## config.mk

```make
export PLATFORM = sky130hd
export DESIGN_NAME = masked_image_difference_metric_core
export DESIGN_NICKNAME = d
export VERILOG_FILES = /design/src/rtl/mid_pkg.sv /design/src/rtl/masked_image_difference_metric_core.sv /design/src/rtl/mid_div.sv /design/src/rtl/mid_front.sv /design/src/rtl/mid_queue.sv /design/src/rtl/mid_back.sv
export SDC_FILE = /design/constraint.sdc
export NUM_CORES = 2
export LEC_CHECK = 0
export ABC_CLOCK_PERIOD_IN_PS = 14900
export BUFFER_PORTS_ARGS = -buffer_cell sky130_fd_sc_hd__buf_2
export CAP_MARGIN = 20
export CORE_ASPECT_RATIO = 0.7
export CORE_UTILIZATION = 40
export DETAILED_ROUTE_END_ITERATION = 7
export PLACE_DENSITY_LB_ADDON = 0.05
export SLEW_MARGIN = 0
export SYNTH_ARGS = -nofsm -noshare
export SYNTH_HDL_FRONTEND = slang
export SYNTH_SLANG_ARGS = --single-unit
```

## constraint.sdc

```tcl
create_clock -name clk_i -period 14.9 [get_ports clk_i]
set_input_delay 2.98 -clock clk_i [delete_from_list [all_inputs] [get_ports clk_i]]
set_output_delay 2.98 -clock clk_i [all_outputs]
set_load 0.1 [all_outputs]
```

## src/rtl/mid_pkg.sv

```systemverilog
`default_nettype none

package mid_pkg;

  localparam int unsigned SAMPLE_W   = 16;
  localparam logic [SAMPLE_W-1:0] FULL = '1;

  localparam int unsigned ACC_W      = 32;
  localparam int unsigned TOT_W      = 40;
  localparam int unsigned CNT_W      = 13;

  localparam int unsigned CFG_IDX_W  = 3;
  localparam int unsigned CFG_DATA_W = 40;

  // shared divider: rounded numerator up to 49 bits, 32-bit divisor
  localparam int unsigned DIV_NUM_W  = 49;
  localparam int unsigned DIV_DEN_W  = 32;
  localparam int unsigned DIV_CNT_W  = $clog2(DIV_NUM_W);

  typedef enum logic [CFG_IDX_W-1:0] {
    CFG_USE_SQUARED        = 3'd0,
    CFG_NOISE_FLOOR        = 3'd1,
    CFG_ALPHA_MODE         = 3'd2,
    CFG_SAMPLES_PER_LINE   = 3'd3,
    CFG_COVERAGE_THRESHOLD = 3'd4
  } cfg_idx_e;

  typedef enum logic [1:0] {
    ALPHA_NONE   = 2'd0,
    ALPHA_BOTH   = 2'd1,
    ALPHA_FIRST  = 2'd2,
    ALPHA_SECOND = 2'd3
  } alpha_mode_e;

  typedef enum logic [1:0] {
    B_IDLE,
    B_LINE,
    B_FRAME,
    B_HOLD
  } back_state_e;

  typedef struct packed {
    logic                use_squared;
    logic [SAMPLE_W-1:0] noise_floor;
    alpha_mode_e         alpha_mode;
    logic [CNT_W-1:0]    samples_per_line;
    logic [TOT_W-1:0]    coverage_threshold;
  } cfg_t;

  typedef struct packed {
    logic [ACC_W-1:0] accum;
    logic [ACC_W-1:0] weight;
    logic             frame;
  } line_sum_t;

  typedef struct packed {
    logic                 start;
    logic [DIV_NUM_W-1:0] num;
    logic [DIV_DEN_W-1:0] den;
  } div_req_t;

  typedef struct packed {
    logic                 done;
    logic [DIV_NUM_W-1:0] quo;
  } div_resp_t;

endpackage

`default_nettype wire

```

## src/rtl/masked_image_difference_metric_core.sv

```systemverilog
// Alpha-weighted mean difference of two sampled images.
// Input channel (in_valid_i/in_ready_o): one pixel pair with its two alphas per item,
// line_end_i and frame_end_i mark the last sample of a line and of the comparison.
// Output channel (out_valid_o/out_ready_i): one item per frame, the mean of the line
// means and the coverage flag; with the flag set the mean reads all ones.
// Configuration: cfg_we_i writes cfg_wdata_i into register cfg_index_i; the user
// must write only while idle, and the block itself does not enforce it. The front
// pipeline takes one item per cycle unless a line end meets a full line queue. Each
// line end costs the back end a queue pop plus one pass of the shared radix-2
// divider, and a frame end one more pass for the frame mean and the output load.
// Line sums wait in a QUEUE_DEPTH-entry line queue; a full queue holds off the input.
// The frame end item passes the 5 front stages, the queue, two divider passes and
// the output register before its result appears.
// Reset clears all sums, the queue and out_valid_o and loads register defaults.
// A stalled result sits in the output register; the back end keeps working on later
// lines and stops only when the next frame result is ready before that one is taken.
`default_nettype none

module masked_image_difference_metric_core import mid_pkg::*; #(
  parameter int unsigned QUEUE_DEPTH = 4
) (
  input  logic                  clk_i,
  input  logic                  rst_ni,
  input  logic                  cfg_we_i,
  input  logic [CFG_IDX_W-1:0]  cfg_index_i,
  input  logic [CFG_DATA_W-1:0] cfg_wdata_i,
  input  logic                  in_valid_i,
  output logic                  in_ready_o,
  input  logic [SAMPLE_W-1:0]   pixel_a_i,
  input  logic [SAMPLE_W-1:0]   pixel_b_i,
  input  logic [SAMPLE_W-1:0]   weight_a_i,
  input  logic [SAMPLE_W-1:0]   weight_b_i,
  input  logic                  line_end_i,
  input  logic                  frame_end_i,
  output logic                  out_valid_o,
  input  logic                  out_ready_i,
  output logic [SAMPLE_W-1:0]   mean_difference_o,
  output logic                  too_little_overlap_o
);

  cfg_t      cfg_q;
  logic      push;
  line_sum_t push_data;
  logic      full;
  logic      pop;
  line_sum_t pop_data;
  logic      empty;
  div_req_t  div_req;
  div_resp_t div_resp;

  always_ff @(posedge clk_i or negedge rst_ni) begin
    if (!rst_ni) begin
      cfg_q.use_squared        <= 1'b0;
      cfg_q.noise_floor        <= '0;
      cfg_q.alpha_mode         <= ALPHA_NONE;
      cfg_q.samples_per_line   <= CNT_W'(1);
      cfg_q.coverage_threshold <= '0;
    end else if (cfg_we_i) begin
      unique case (cfg_idx_e'(cfg_index_i))
        CFG_USE_SQUARED:        cfg_q.use_squared        <= cfg_wdata_i[0];
        CFG_NOISE_FLOOR:        cfg_q.noise_floor        <= cfg_wdata_i[SAMPLE_W-1:0];
        CFG_ALPHA_MODE:         cfg_q.alpha_mode         <= alpha_mode_e'(cfg_wdata_i[1:0]);
        CFG_SAMPLES_PER_LINE:   cfg_q.samples_per_line   <= cfg_wdata_i[CNT_W-1:0];
        CFG_COVERAGE_THRESHOLD: cfg_q.coverage_threshold <= cfg_wdata_i[TOT_W-1:0];
        default: ;
      endcase
    end
  end

  mid_front u_front (
    .clk_i       (clk_i),
    .rst_ni      (rst_ni),
    .cfg_i       (cfg_q),
    .in_valid_i  (in_valid_i),
    .in_ready_o  (in_ready_o),
    .pixel_a_i   (pixel_a_i),
    .pixel_b_i   (pixel_b_i),
    .weight_a_i  (weight_a_i),
    .weight_b_i  (weight_b_i),
    .line_end_i  (line_end_i),
    .frame_end_i (frame_end_i),
    .push_o      (push),
    .push_data_o (push_data),
    .full_i      (full)
  );

  mid_queue #(
    .DEPTH (QUEUE_DEPTH)
  ) u_queue (
    .clk_i       (clk_i),
    .rst_ni      (rst_ni),
    .push_i      (push),
    .push_data_i (push_data),
    .full_o      (full),
    .pop_i       (pop),
    .pop_data_o  (pop_data),
    .empty_o     (empty)
  );

  mid_div u_div (
    .clk_i  (clk_i),
    .rst_ni (rst_ni),
    .req_i  (div_req),
    .resp_o (div_resp)
  );

  mid_back u_back (
    .clk_i                (clk_i),
    .rst_ni               (rst_ni),
    .cfg_i                (cfg_q),
    .pop_o                (pop),
    .pop_data_i           (pop_data),
    .empty_i              (empty),
    .div_req_o            (div_req),
    .div_resp_i           (div_resp),
    .out_valid_o          (out_valid_o),
    .out_ready_i          (out_ready_i),
    .mean_difference_o    (mean_difference_o),
    .too_little_overlap_o (too_little_overlap_o)
  );

endmodule

`default_nettype wire

```

## src/rtl/mid_div.sv

```systemverilog
`default_nettype none

module mid_div import mid_pkg::*; (
  input  logic      clk_i,
  input  logic      rst_ni,
  input  div_req_t  req_i,
  output div_resp_t resp_o
);

  logic                 busy_q;
  logic                 done_q;
  logic [DIV_CNT_W-1:0] cnt_q;
  logic [DIV_DEN_W-1:0] den_q;
  logic [DIV_DEN_W-1:0] rem_q;
  logic [DIV_DEN_W-1:0] rem_d;
  logic [DIV_NUM_W-1:0] quo_q;
  logic [DIV_NUM_W-1:0] quo_d;
  logic [DIV_DEN_W:0]   shifted;
  logic [DIV_DEN_W+1:0] trial;

  // restoring step, one quotient bit per cycle; the numerator shifts out of quo_q
  always_comb begin
    shifted = {rem_q, quo_q[DIV_NUM_W-1]};
    trial   = {1'b0, shifted} - {2'b00, den_q};
    if (!trial[DIV_DEN_W+1]) begin
      rem_d = trial[DIV_DEN_W-1:0];
    end else begin
      rem_d = shifted[DIV_DEN_W-1:0];
    end
    quo_d = {quo_q[DIV_NUM_W-2:0], ~trial[DIV_DEN_W+1]};
  end

  always_ff @(posedge clk_i or negedge rst_ni) begin
    if (!rst_ni) begin
      busy_q <= 1'b0;
      done_q <= 1'b0;
      cnt_q  <= '0;
    end else begin
      done_q <= 1'b0;
      if (req_i.start) begin
        cnt_q <= DIV_CNT_W'(DIV_NUM_W - 1);
        if (req_i.den == '0) begin
          busy_q <= 1'b0;
          done_q <= 1'b1;
        end else begin
          busy_q <= 1'b1;
        end
      end else if (busy_q) begin
        cnt_q <= cnt_q - DIV_CNT_W'(1);
        if (cnt_q == '0) begin
          busy_q <= 1'b0;
          done_q <= 1'b1;
        end
      end
    end
  end

  always_ff @(posedge clk_i) begin
    if (req_i.start) begin
      den_q <= req_i.den;
      rem_q <= '0;
      // zero divisor gives zero
      quo_q <= (req_i.den == '0) ? '0 : req_i.num;
    end else if (busy_q) begin
      rem_q <= rem_d;
      quo_q <= quo_d;
    end
  end

  assign resp_o.done = done_q;
  assign resp_o.quo  = quo_q;

endmodule

`default_nettype wire

```

## src/rtl/mid_front.sv

```systemverilog
`default_nettype none

module mid_front import mid_pkg::*; (
  input  logic                clk_i,
  input  logic                rst_ni,
  input  cfg_t                cfg_i,
  input  logic                in_valid_i,
  output logic                in_ready_o,
  input  logic [SAMPLE_W-1:0] pixel_a_i,
  input  logic [SAMPLE_W-1:0] pixel_b_i,
  input  logic [SAMPLE_W-1:0] weight_a_i,
  input  logic [SAMPLE_W-1:0] weight_b_i,
  input  logic                line_end_i,
  input  logic                frame_end_i,
  output logic                push_o,
  output line_sum_t           push_data_o,
  input  logic                full_i
);

  // round(x / FULL) for x up to FULL*FULL, no divider:
  // y = q*2^N + lo = q*FULL + (q + lo), with q + lo never above 2*FULL
  function automatic logic [SAMPLE_W-1:0] div_full(input logic [2*SAMPLE_W-1:0] x);
    logic [2*SAMPLE_W:0] y;
    logic [SAMPLE_W:0]   q;
    logic [SAMPLE_W+1:0] r;
    logic [SAMPLE_W:0]   qc;
    y = {1'b0, x} + (2*SAMPLE_W+1)'(FULL >> 1);
    q = y[2*SAMPLE_W:SAMPLE_W];
    r = {1'b0, q} + {2'b00, y[SAMPLE_W-1:0]};
    if (r >= {1'b0, FULL, 1'b0}) begin
      qc = q + (SAMPLE_W+1)'(2);
    end else if (r >= {2'b00, FULL}) begin
      qc = q + (SAMPLE_W+1)'(1);
    end else begin
      qc = q;
    end
    return qc[SAMPLE_W-1:0];
  endfunction

  logic adv;

  logic                  v1_q, v2_q, v3_q, v4_q, v5_q;
  logic                  le1_q, le2_q, le3_q, le4_q, le5_q;
  logic                  fe1_q, fe2_q, fe3_q, fe4_q, fe5_q;
  logic [SAMPLE_W-1:0]   d1_q, d2_q, ds3_q;
  logic [2*SAMPLE_W-1:0] ww1_q, dd2_q, dw4_q;
  logic [SAMPLE_W-1:0]   wa1_q, wb1_q;
  logic [SAMPLE_W-1:0]   w2_q, w3_q, w4_q, w5_q;
  logic [SAMPLE_W-1:0]   c5_q;

  logic [SAMPLE_W-1:0]   abs_diff;
  logic [SAMPLE_W-1:0]   d1_d;
  logic [SAMPLE_W-1:0]   w2_d;
  logic [SAMPLE_W-1:0]   ds3_d;

  logic [ACC_W-1:0]      line_accum_q, line_accum_d;
  logic [ACC_W-1:0]      line_weight_q, line_weight_d;
  logic [ACC_W:0]        accum_sum;
  logic [ACC_W:0]        weight_sum;
  logic                  eol5;

  assign eol5       = le5_q | fe5_q;
  assign adv        = !(v5_q && eol5 && full_i);
  assign in_ready_o = adv;

  always_comb begin
    abs_diff = (pixel_a_i > pixel_b_i) ? pixel_a_i - pixel_b_i : pixel_b_i - pixel_a_i;
    d1_d     = (abs_diff > cfg_i.noise_floor) ? abs_diff - cfg_i.noise_floor : '0;
  end

  always_comb begin
    case (cfg_i.alpha_mode)
      ALPHA_BOTH:   w2_d = div_full(ww1_q);
      ALPHA_FIRST:  w2_d = wa1_q;
      ALPHA_SECOND: w2_d = wb1_q;
      default:      w2_d = FULL;
    endcase
  end

  assign ds3_d = cfg_i.use_squared ? div_full(dd2_q) : d2_q;

  // line sums saturate at their width
  always_comb begin
    accum_sum     = {1'b0, line_accum_q} + (ACC_W+1)'(c5_q);
    weight_sum    = {1'b0, line_weight_q} + (ACC_W+1)'(w5_q);
    line_accum_d  = accum_sum[ACC_W] ? '1 : accum_sum[ACC_W-1:0];
    line_weight_d = weight_sum[ACC_W] ? '1 : weight_sum[ACC_W-1:0];
  end

  assign push_o            = v5_q && eol5 && !full_i;
  assign push_data_o.accum  = line_accum_d;
  assign push_data_o.weight = line_weight_d;
  assign push_data_o.frame  = fe5_q;

  always_ff @(posedge clk_i or negedge rst_ni) begin
    if (!rst_ni) begin
      v1_q          <= 1'b0;
      v2_q          <= 1'b0;
      v3_q          <= 1'b0;
      v4_q          <= 1'b0;
      v5_q          <= 1'b0;
      line_accum_q  <= '0;
      line_weight_q <= '0;
    end else if (adv) begin
      v1_q <= in_valid_i;
      v2_q <= v1_q;
      v3_q <= v2_q;
      v4_q <= v3_q;
      v5_q <= v4_q;
      if (v5_q) begin
        if (eol5) begin
          line_accum_q  <= '0;
          line_weight_q <= '0;
        end else begin
          line_accum_q  <= line_accum_d;
          line_weight_q <= line_weight_d;
        end
      end
    end
  end

  always_ff @(posedge clk_i) begin
    if (adv) begin
      d1_q  <= d1_d;
      ww1_q <= weight_a_i * weight_b_i;
      wa1_q <= weight_a_i;
      wb1_q <= weight_b_i;
      le1_q <= line_end_i;
      fe1_q <= frame_end_i;

      dd2_q <= d1_q * d1_q;
      d2_q  <= d1_q;
      w2_q  <= w2_d;
      le2_q <= le1_q;
      fe2_q <= fe1_q;

      ds3_q <= ds3_d;
      w3_q  <= w2_q;
      le3_q <= le2_q;
      fe3_q <= fe2_q;

      dw4_q <= ds3_q * w3_q;
      w4_q  <= w3_q;
      le4_q <= le3_q;
      fe4_q <= fe3_q;

      c5_q  <= div_full(dw4_q);
      w5_q  <= w4_q;
      le5_q <= le4_q;
      fe5_q <= fe4_q;
    end
  end

endmodule

`default_nettype wire

```

## src/rtl/mid_queue.sv

```systemverilog
`default_nettype none

module mid_queue import mid_pkg::*; #(
  parameter int unsigned DEPTH = 4
) (
  input  logic      clk_i,
  input  logic      rst_ni,
  input  logic      push_i,
  input  line_sum_t push_data_i,
  output logic      full_o,
  input  logic      pop_i,
  output line_sum_t pop_data_o,
  output logic      empty_o
);

  localparam int unsigned PTR_W = (DEPTH > 1) ? $clog2(DEPTH) : 1;
  localparam int unsigned FILL_W = $clog2(DEPTH + 1);

  line_sum_t         mem_q [DEPTH];
  logic [PTR_W-1:0]  wr_ptr_q;
  logic [PTR_W-1:0]  rd_ptr_q;
  logic [FILL_W-1:0] fill_q;

  assign full_o     = (fill_q == FILL_W'(DEPTH));
  assign empty_o    = (fill_q == '0);
  assign pop_data_o = mem_q[rd_ptr_q];

  always_ff @(posedge clk_i or negedge rst_ni) begin
    if (!rst_ni) begin
      wr_ptr_q <= '0;
      rd_ptr_q <= '0;
      fill_q   <= '0;
    end else begin
      if (push_i) begin
        wr_ptr_q <= (wr_ptr_q == PTR_W'(DEPTH - 1)) ? '0 : wr_ptr_q + PTR_W'(1);
      end
      if (pop_i) begin
        rd_ptr_q <= (rd_ptr_q == PTR_W'(DEPTH - 1)) ? '0 : rd_ptr_q + PTR_W'(1);
      end
      if (push_i && !pop_i) begin
        fill_q <= fill_q + FILL_W'(1);
      end else if (pop_i && !push_i) begin
        fill_q <= fill_q - FILL_W'(1);
      end
    end
  end

  always_ff @(posedge clk_i) begin
    if (push_i) begin
      mem_q[wr_ptr_q] <= push_data_i;
    end
  end

endmodule

`default_nettype wire

```

## src/rtl/mid_back.sv

```systemverilog
`default_nettype none

module mid_back import mid_pkg::*; (
  input  logic                clk_i,
  input  logic                rst_ni,
  input  cfg_t                cfg_i,
  output logic                pop_o,
  input  line_sum_t           pop_data_i,
  input  logic                empty_i,
  output div_req_t            div_req_o,
  input  div_resp_t           div_resp_i,
  output logic                out_valid_o,
  input  logic                out_ready_i,
  output logic [SAMPLE_W-1:0] mean_difference_o,
  output logic                too_little_overlap_o
);

  back_state_e state_q, state_d;

  line_sum_t           ent_q;
  logic [ACC_W-1:0]    frame_accum_q;
  logic [TOT_W-1:0]    total_weight_q;
  logic [CNT_W-1:0]    line_count_q;
  logic                out_valid_q;
  logic [SAMPLE_W-1:0] mean_q;
  logic                low_q;

  logic [DIV_NUM_W-1:0] line_num;
  logic [DIV_DEN_W-1:0] line_den;
  logic [SAMPLE_W-1:0]  quo_sat;
  logic [ACC_W:0]       fa_sum;
  logic [ACC_W-1:0]     frame_accum_d;
  logic [TOT_W-1:0]     tw_add;
  logic [TOT_W:0]       tw_sum;
  logic [TOT_W-1:0]     total_weight_d;
  logic [CNT_W-1:0]     line_count_d;
  logic                 low;
  logic                 load_out;

  // line divider operands from the queue head
  always_comb begin
    if (cfg_i.alpha_mode == ALPHA_NONE) begin
      line_num = DIV_NUM_W'(pop_data_i.accum);
      line_den = DIV_DEN_W'(cfg_i.samples_per_line);
    end else begin
      line_num = DIV_NUM_W'({pop_data_i.accum, {SAMPLE_W{1'b0}}})
               - DIV_NUM_W'(pop_data_i.accum);
      line_den = pop_data_i.weight;
    end
  end

  // quotient clipped to full scale, used for both line and frame means
  assign quo_sat = (|div_resp_i.quo[DIV_NUM_W-1:SAMPLE_W]) ? FULL
                                                          : div_resp_i.quo[SAMPLE_W-1:0];

  always_comb begin
    fa_sum        = {1'b0, frame_accum_q} + (ACC_W+1)'(quo_sat);
    frame_accum_d = fa_sum[ACC_W] ? '1 : fa_sum[ACC_W-1:0];
    if (cfg_i.alpha_mode == ALPHA_NONE) begin
      tw_add = TOT_W'({cfg_i.samples_per_line, {SAMPLE_W{1'b0}}})
             - TOT_W'(cfg_i.samples_per_line);
    end else begin
      tw_add = TOT_W'(ent_q.weight);
    end
    tw_sum         = {1'b0, total_weight_q} + {1'b0, tw_add};
    total_weight_d = tw_sum[TOT_W] ? '1 : tw_sum[TOT_W-1:0];
    line_count_d   = (&line_count_q) ? line_count_q : line_count_q + CNT_W'(1);
  end

  assign low      = total_weight_q < cfg_i.coverage_threshold;
  assign load_out = (state_q == B_HOLD) && (!out_valid_q || out_ready_i);

  always_comb begin
    state_d = state_q;
    unique case (state_q)
      B_IDLE: begin
        if (!empty_i) state_d = B_LINE;
      end
      B_LINE: begin
        if (div_resp_i.done) state_d = ent_q.frame ? B_FRAME : B_IDLE;
      end
      B_FRAME: begin
        if (div_resp_i.done) state_d = B_HOLD;
      end
      B_HOLD: begin
        if (load_out) state_d = B_IDLE;
      end
      default: state_d = B_IDLE;
    endcase
  end

  always_comb begin
    pop_o           = 1'b0;
    div_req_o.start = 1'b0;
    div_req_o.num   = line_num + DIV_NUM_W'(line_den >> 1);
    div_req_o.den   = line_den;
    unique case (state_q)
      B_IDLE: begin
        pop_o           = !empty_i;
        div_req_o.start = !empty_i;
      end
      B_LINE: begin
        // frame mean from the sums as they stand after this line
        div_req_o.start = div_resp_i.done && ent_q.frame;
        div_req_o.num   = DIV_NUM_W'(frame_accum_d) + DIV_NUM_W'(line_count_d >> 1);
        div_req_o.den   = DIV_DEN_W'(line_count_d);
      end
      default: ;
    endcase
  end

  always_ff @(posedge clk_i or negedge rst_ni) begin
    if (!rst_ni) begin
      state_q        <= B_IDLE;
      frame_accum_q  <= '0;
      total_weight_q <= '0;
      line_count_q   <= '0;
      out_valid_q    <= 1'b0;
    end else begin
      state_q <= state_d;
      if (state_q == B_LINE && div_resp_i.done) begin
        frame_accum_q  <= frame_accum_d;
        total_weight_q <= total_weight_d;
        line_count_q   <= line_count_d;
      end
      if (load_out) begin
        frame_accum_q  <= '0;
        total_weight_q <= '0;
        line_count_q   <= '0;
        out_valid_q    <= 1'b1;
      end else if (out_ready_i) begin
        out_valid_q <= 1'b0;
      end
    end
  end

  always_ff @(posedge clk_i) begin
    if (pop_o) begin
      ent_q <= pop_data_i;
    end
    if (load_out) begin
      mean_q <= low ? FULL : quo_sat;
      low_q  <= low;
    end
  end

  assign out_valid_o          = out_valid_q;
  assign mean_difference_o    = mean_q;
  assign too_little_overlap_o = low_q;

endmodule

`default_nettype wire

```

* Yosys cells after proc, flatten, opt, wreduce, memory -nomap -nowiden
Memories as Yosys holds them, arrays and structs flattened.
Cells that the tools add are included.
** Word-level totals
- Bits in writable memories :: 260
- Input bits :: 114
- Logic and storage cells :: 207
- Memory bits (read-only) :: 0
- Output and inout bits :: 19
- Bits in latches :: 0
- Register bits after elaboration :: 673
- Memories :: 1
** Memory list
- u_queue.mem_q :: depth 4, width 65, read ports 1, clocked after memory_dff 0, wr ports 1, RTL line mid_queue.sv:19 : line_sum_t mem_q [DEPTH];
** Operators by class
- $add $sub $neg :: 30
- Eq/ne operators :: 17
- $mul :: 3
- Divide/modulo/power cells :: 0
- Reduce and logical (&&, ||, !) cells :: 34
- $lt $le $gt $ge :: 9
- Bitwise operators :: 3
- Mux-type cells :: 57
- Shift-type cells :: 0
** Operators with widths (number)
- 2-to-1 mux 32 bit :: 9
- 2-to-1 mux 49 bit :: 4
- 2-to-1 mux 40 bit :: 4
- 2-to-1 mux 16 bit :: 9
- adder 32 x 15 -> 33 bit (second input constant) :: 3
- adder 32 x 16 -> 33 bit :: 3
- multiplier 16 x 16 -> 32 bit :: 3
- 2-to-1 mux 81 bit :: 1
- adder 17 x 16 -> 18 bit :: 3
- >= comparator 18 x 16 -> 1 bit (second input constant) :: 3
- >= comparator 18 x 17 -> 1 bit (second input constant) :: 3
- adder 49 x 31 -> 49 bit :: 1
- subtractor 48 x 32 -> 49 bit :: 1
- adder 16 x 1 -> 16 bit (second input constant) :: 3
- adder 16 x 2 -> 16 bit (second input constant) :: 3
- one-hot mux 16 bit (3 select lines) :: 1
- subtractor 16 bit :: 3
- adder 40 x 40 -> 41 bit :: 1
- < comparator 40 bit :: 1
- 2-to-1 mux 13 bit :: 3
- subtractor 33 x 32 -> 34 bit :: 1
- adder 32 x 12 -> 33 bit :: 1
- OR reduction 33 bit :: 1
- > comparator 16 bit :: 2
- other kinds (32) :: 86

* Depth between registers and ports, before layout
- Word-level depth :: 9
- Gate-level depth with buffers :: 31
- Gate-level depth less buffers :: 27

* Cells and area by module
Synthesis repeated with hierarchy kept, for this count alone.
** Second synthesis, totals
- Cells, all modules :: 8106
- Area, all modules :: 80434.6 um2
** By module, submodules not included
- mid_front :: area an instance 44566.5 um2, cells each 4759, seq. area each 9654.3 um2, instances 1
- mid_back :: area an instance 16564.6 um2, cells each 2184, seq. area each 3703.6 um2, instances 1
- mid_queue :: area an instance 9829.4 um2, cells each 377, seq. area each 7982.7 um2, instances 1
- mid_div :: area an instance 6682.7 um2, cells each 630, seq. area each 3273.1 um2, instances 1
- masked_image_difference_metric_core :: area an instance 2791.4 um2, cells each 156, seq. area each 1803.0 um2, instances 1

* Worst setup path before layout
OpenSTA, ideal clock, no wires.
- Path kind :: reg2reg
- Start :: register u_queue.fill_q[0]
- End :: register u_queue.fill_q[1]
- Required time :: 14.775 ns
- Setup time :: 0.125 ns
- Arrival :: 13.979 ns
- Period minus slack after synthesis :: 14.104 ns
- Stages on the path, launching flop included :: 9
- Slack :: 0.796 ns
- Cells stage by stage :: dfrtp_1 -> nor2_1 -> nand4b_1 -> nand2_1 -> nor2_1 -> ha_1 -> inv_1 -> fa_1 -> mux2_2
** Between the ends
- Longest elaborated chain between the ends :: 6
- Elaborated cells between the ends (all ways) :: 15
- Classes of those cells :: add/sub: 2; eq/ne: 1; mux: 3; reduce/logical: 9
** RTL lines
- start, declared :: RTL line mid_queue.sv:22 : logic [FILL_W-1:0] fill_q;
- start signal, assigned :: RTL line mid_queue.sv:41 : fill_q <= fill_q + FILL_W'(1);
- start signal, assigned :: RTL line mid_queue.sv:43 : fill_q <= fill_q - FILL_W'(1);
- equality test 3 bit (*) :: RTL line mid_queue.sv:24 : assign full_o = (fill_q == FILL_W'(DEPTH));
- logical NOT 1 bit (*) :: RTL line mid_front.sv:90 : assign push_o = v5_q && eol5 && !full_i;
- logical AND 1 bit (*) :: RTL line mid_front.sv:90
- net push :: RTL line masked_image_difference_metric_core.sv:42 : logic push;
- logical NOT 1 bit :: RTL line mid_queue.sv:42 : end else if (pop_i && !push_i) begin
- logical AND 1 bit :: RTL line mid_queue.sv:42
- nonzero test 2 bit (no source line)
The timed path passes the listed nets; every way through them passes the cells marked *. The select of a mux whose other input is x is not followed.
A chain may end at the register's enable or synchronous reset.

* Worst setup path in the final report
- Start :: input weight_a_i[6]
- End :: register u_front.ww1_q[31], data pin
** Between the ends
- Longest elaborated chain between the ends :: 1
** RTL lines
- start, declared :: RTL line masked_image_difference_metric_core.sv:31 : input logic [SAMPLE_W-1:0] weight_a_i,
- multiplier 16 x 16 -> 32 bit :: RTL line mid_front.sv:125 : ww1_q <= weight_a_i * weight_b_i;
- end signal, assigned :: RTL line mid_front.sv:125
- end, declared :: RTL line mid_front.sv:46 : logic [2*SAMPLE_W-1:0] ww1_q, dd2_q, dw4_q;
Every way passes these cells.

==> flow_summary.json <==
{
  "cts_tree": "done",
  "layout_commonest_cell": "inv_1",
  "hold_violations": 0,
  "drc": 0,
  "seq_area_frac_synth_pct": 33.04,
  "slew_headroom_pct": 28.15,
  "grt_start_max_net_pins": 80,
  "synth_cell_types": 114,
  "htree_levels": 3,
  "core_mm2": 0.1974,
  "viasPerCell": 5.427,
  "grt_first_pass_wirelength_um": 352700,
  "synth_flop_cell": "edfxtp_1",
  "synth-edff-count": 655,
  "start_util_pct": 40.51,
  "synthArstFlopShare_pct": 26.21,
  "status": "complete, no violations",
  "crit_path_end_kind": "flop",
  "holdBufCountCts": 0,
  "syn_to_final_growth_pct": 8.822,
  "cts.root.buffer_cell": "clkbuf_16",
  "holdPathStages": 0,
  "worstSkewPairLatency_ns": 0.77,
  "finalSetupViolations": 0,
  "drt_iter0_markers": 4148,
  "synth_cells": 8065,
  "cp.required_ns": 15.48,
  "worstHoldPathType": "reg2reg",
  "grt_overflow": 0,
  "yosysWarnings": 0,
  "die_x_um": 536.4,
  "synthTopCellsByArea": "edfxtp_1 25%, fa_1 14%, ha_1 10%, dfrtp_1 7.6%, inv_1 4.5%",
  "die_area_mm2": 0.2017,
  "final_cell_mix": "960 x inv_1, 861 x nand2_1, 655 x edfxtp_1",
  "place_inst": 10610,
  "drt_wl_total_um": 224400,
  "path_clk_slew_ns": 0.06,
  "period_share_pct": 61.49,
  "grt_pass1_vias": 58630,
  "fin_crit_ns": 9.162,
  "clockBufferDepth": 3,
  "final-max-slew-violation-count": 0,
  "gp_congestion": 0.8745,
  "rsz0062_at_grt": "no",
  "fin_nets": 9420,
  "num_io_pins": 133,
  "final_cell_count_no_fill": 10810,
  "r2r_cells": 27,
  "maxCapViolCount": 0,
  "multi_input_area_mm2": 0.04882,
  "drtPass1Iterations": 7,
  "cts_made_buffers": 103,
  "detailed_place_hpwl_um": 170100,
  "place.port_buffers": 132,
  "crit_type": "in2reg",
  "fin_tns_setup_ns": 0,
  "drive_gt1_share_pct": 6.887,
  "worstPathArrival_ns": 9.74,
  "cts_resized": 0,
  "syn_area_mm2": 0.07996,
  "grt_use_total_pct": 22.40,
  "cts_setup_buffers": 0,
  "synth_top_area_cell": "edfxtp_1",
  "ys_ff_latch": 931,
  "worst_pin_slew_ns": 1.078,
  "wire_per_inst_um": 20.75,
  "antenna_found_initial": 2,
  "avgSynthCellArea_um2": 9.915,
  "cts.sinks": 931,
  "finClkSkew_ns": 0.06579,
  "worstPathMaxFanout": 17,
  "synth_top_area_share_pct": 24.60,
  "cp-start-kind": "input port",
  "rows": 136,
  "num_vias": 58680,
  "ant_nets": 0,
  "max_freq_mhz": 109.1,
  "regArea_mm2": 0.02642,
  "fillers": 19070,
  "die_y_um": 376.1
}
-- metal layers --
metal,up-vias,global-route usage [%],routed length (µm)
li1,28120,-,-
met1,29020,34.66,115100
met2,1329,33.52,94940
met3,215,2.619,10710
met4,0,4.166,3626
met5,-,0,0
-- layout make-up --
cell class              count  share of cell area [%]
inverters                 962                   4.150
flip-flops and latches    931                   30.37
clock buffers             135                   3.204
repair buffers            206                   1.467
clock inverters            61                  0.9404
well taps                2622                   3.770
multi-input cells        5894                   56.10
diodes                      2                0.005752
-- registers in the layout (all words and copies together) (netlist names), 32 cells and up --
signal                 count
u_div.quo_q               49
u_back.total_weight_q     40
u_back.ent_q              33
u_div.den_q               32
u_queue.mem_q            260
cfg_q                     72
u_back.frame_accum_q      32
u_front.dw4_q             32
u_div.rem_q               32
u_front.ww1_q             32
u_front.line_weight_q     32
u_front.line_accum_q      32
-- critical path, cell delays in order --
cell       delay [ns]
buf_2            0.35
nand2_1          0.14
fa_1             0.55
inv_1            0.05
fa_1             0.58
fa_1             0.44
fa_1             0.49
inv_1            0.05
fa_1             0.52
inv_1            0.05
fa_1             0.47
ha_1             0.21
or3_1            0.41
a2111oi_0        0.62
o31ai_1          0.27
a41oi_1          0.42
a21oi_1          0.18
a31oi_1          0.29
o21ai_0          0.21
and4_1           0.26
nor3_1           0.17
-- path summary, 6_finish.rpt --
| check | slack (ns) | to | startpoint |
|---|---|---|---|
| worst max-delay path | 5.74 | u_front.ww1_q[31]$_DFFE_PN_ | weight_a_i[6] |
| worst min-delay path | 0.42 | u_front.w5_q[1]$_DFFE_PN_ | u_front.w4_q[1]$_DFFE_PN_ |
| worst max register to register | 7.14 | u_div.quo_q[30]$_DFFE_PP_ | u_div.quo_q[18]$_DFFE_PP_ |
| worst min register to register | 0.42 | u_front.w5_q[1]$_DFFE_PN_ | u_front.w4_q[1]$_DFFE_PN_ |
| max in group asynchronous | 10.44 | cfg_q[71]$_DFFE_PN0P_ | rst_ni |
| min in group asynchronous | 2.20 | u_div.cnt_q[2]$_DFFE_PN0P_ | rst_ni |
-- per-stage QoR --
step | area, µm² | hold WS [ns] | utilization (%) | worst slack, ns
2_1_floorplan | 79990 | 0.4003 | - | 0.7965
3_3_place_gp | 83310 | 0.4025 | 42.21 | 4.962
3_5_place_dp | 83310 | 0.4045 | 42.21 | 4.996
4_1_cts | 86920 | 0.4187 | 44.03 | 5.782
5_1_grt | 87010 | 0.4213 | 44.08 | 5.345
6_report | 87020 | 0.4173 | 44.08 | 5.738
-- Yosys cell counts, drive strengths merged (170+ instances only) --
| cell | instances |
|---|---|
| nor2 | 376 |
| inv | 961 |
| edfxtp | 655 |
| a21oi | 423 |
| dfrtp | 243 |
| ha | 642 |
| clkbuf | 251 |
| a21o | 177 |
| xnor2 | 302 |
| fa | 566 |
| xor2 | 170 |
| o21ai | 410 |
| and2 | 322 |
| nand2 | 863 |
-- kinds of logic after synthesis --
family / share of synthesized area (%)
other cells: 0.004690
flops: 33.04
xor+xnor: 5.179
simple gates: 15.04
mux: 3.355
compound gates: 13.09
buf+inv: 6.068
fa+ha+maj: 24.23
Power is left out: the tool's default activity adds up to more than one toggle a clock period on the data nets, which glitch-free logic cannot reach.
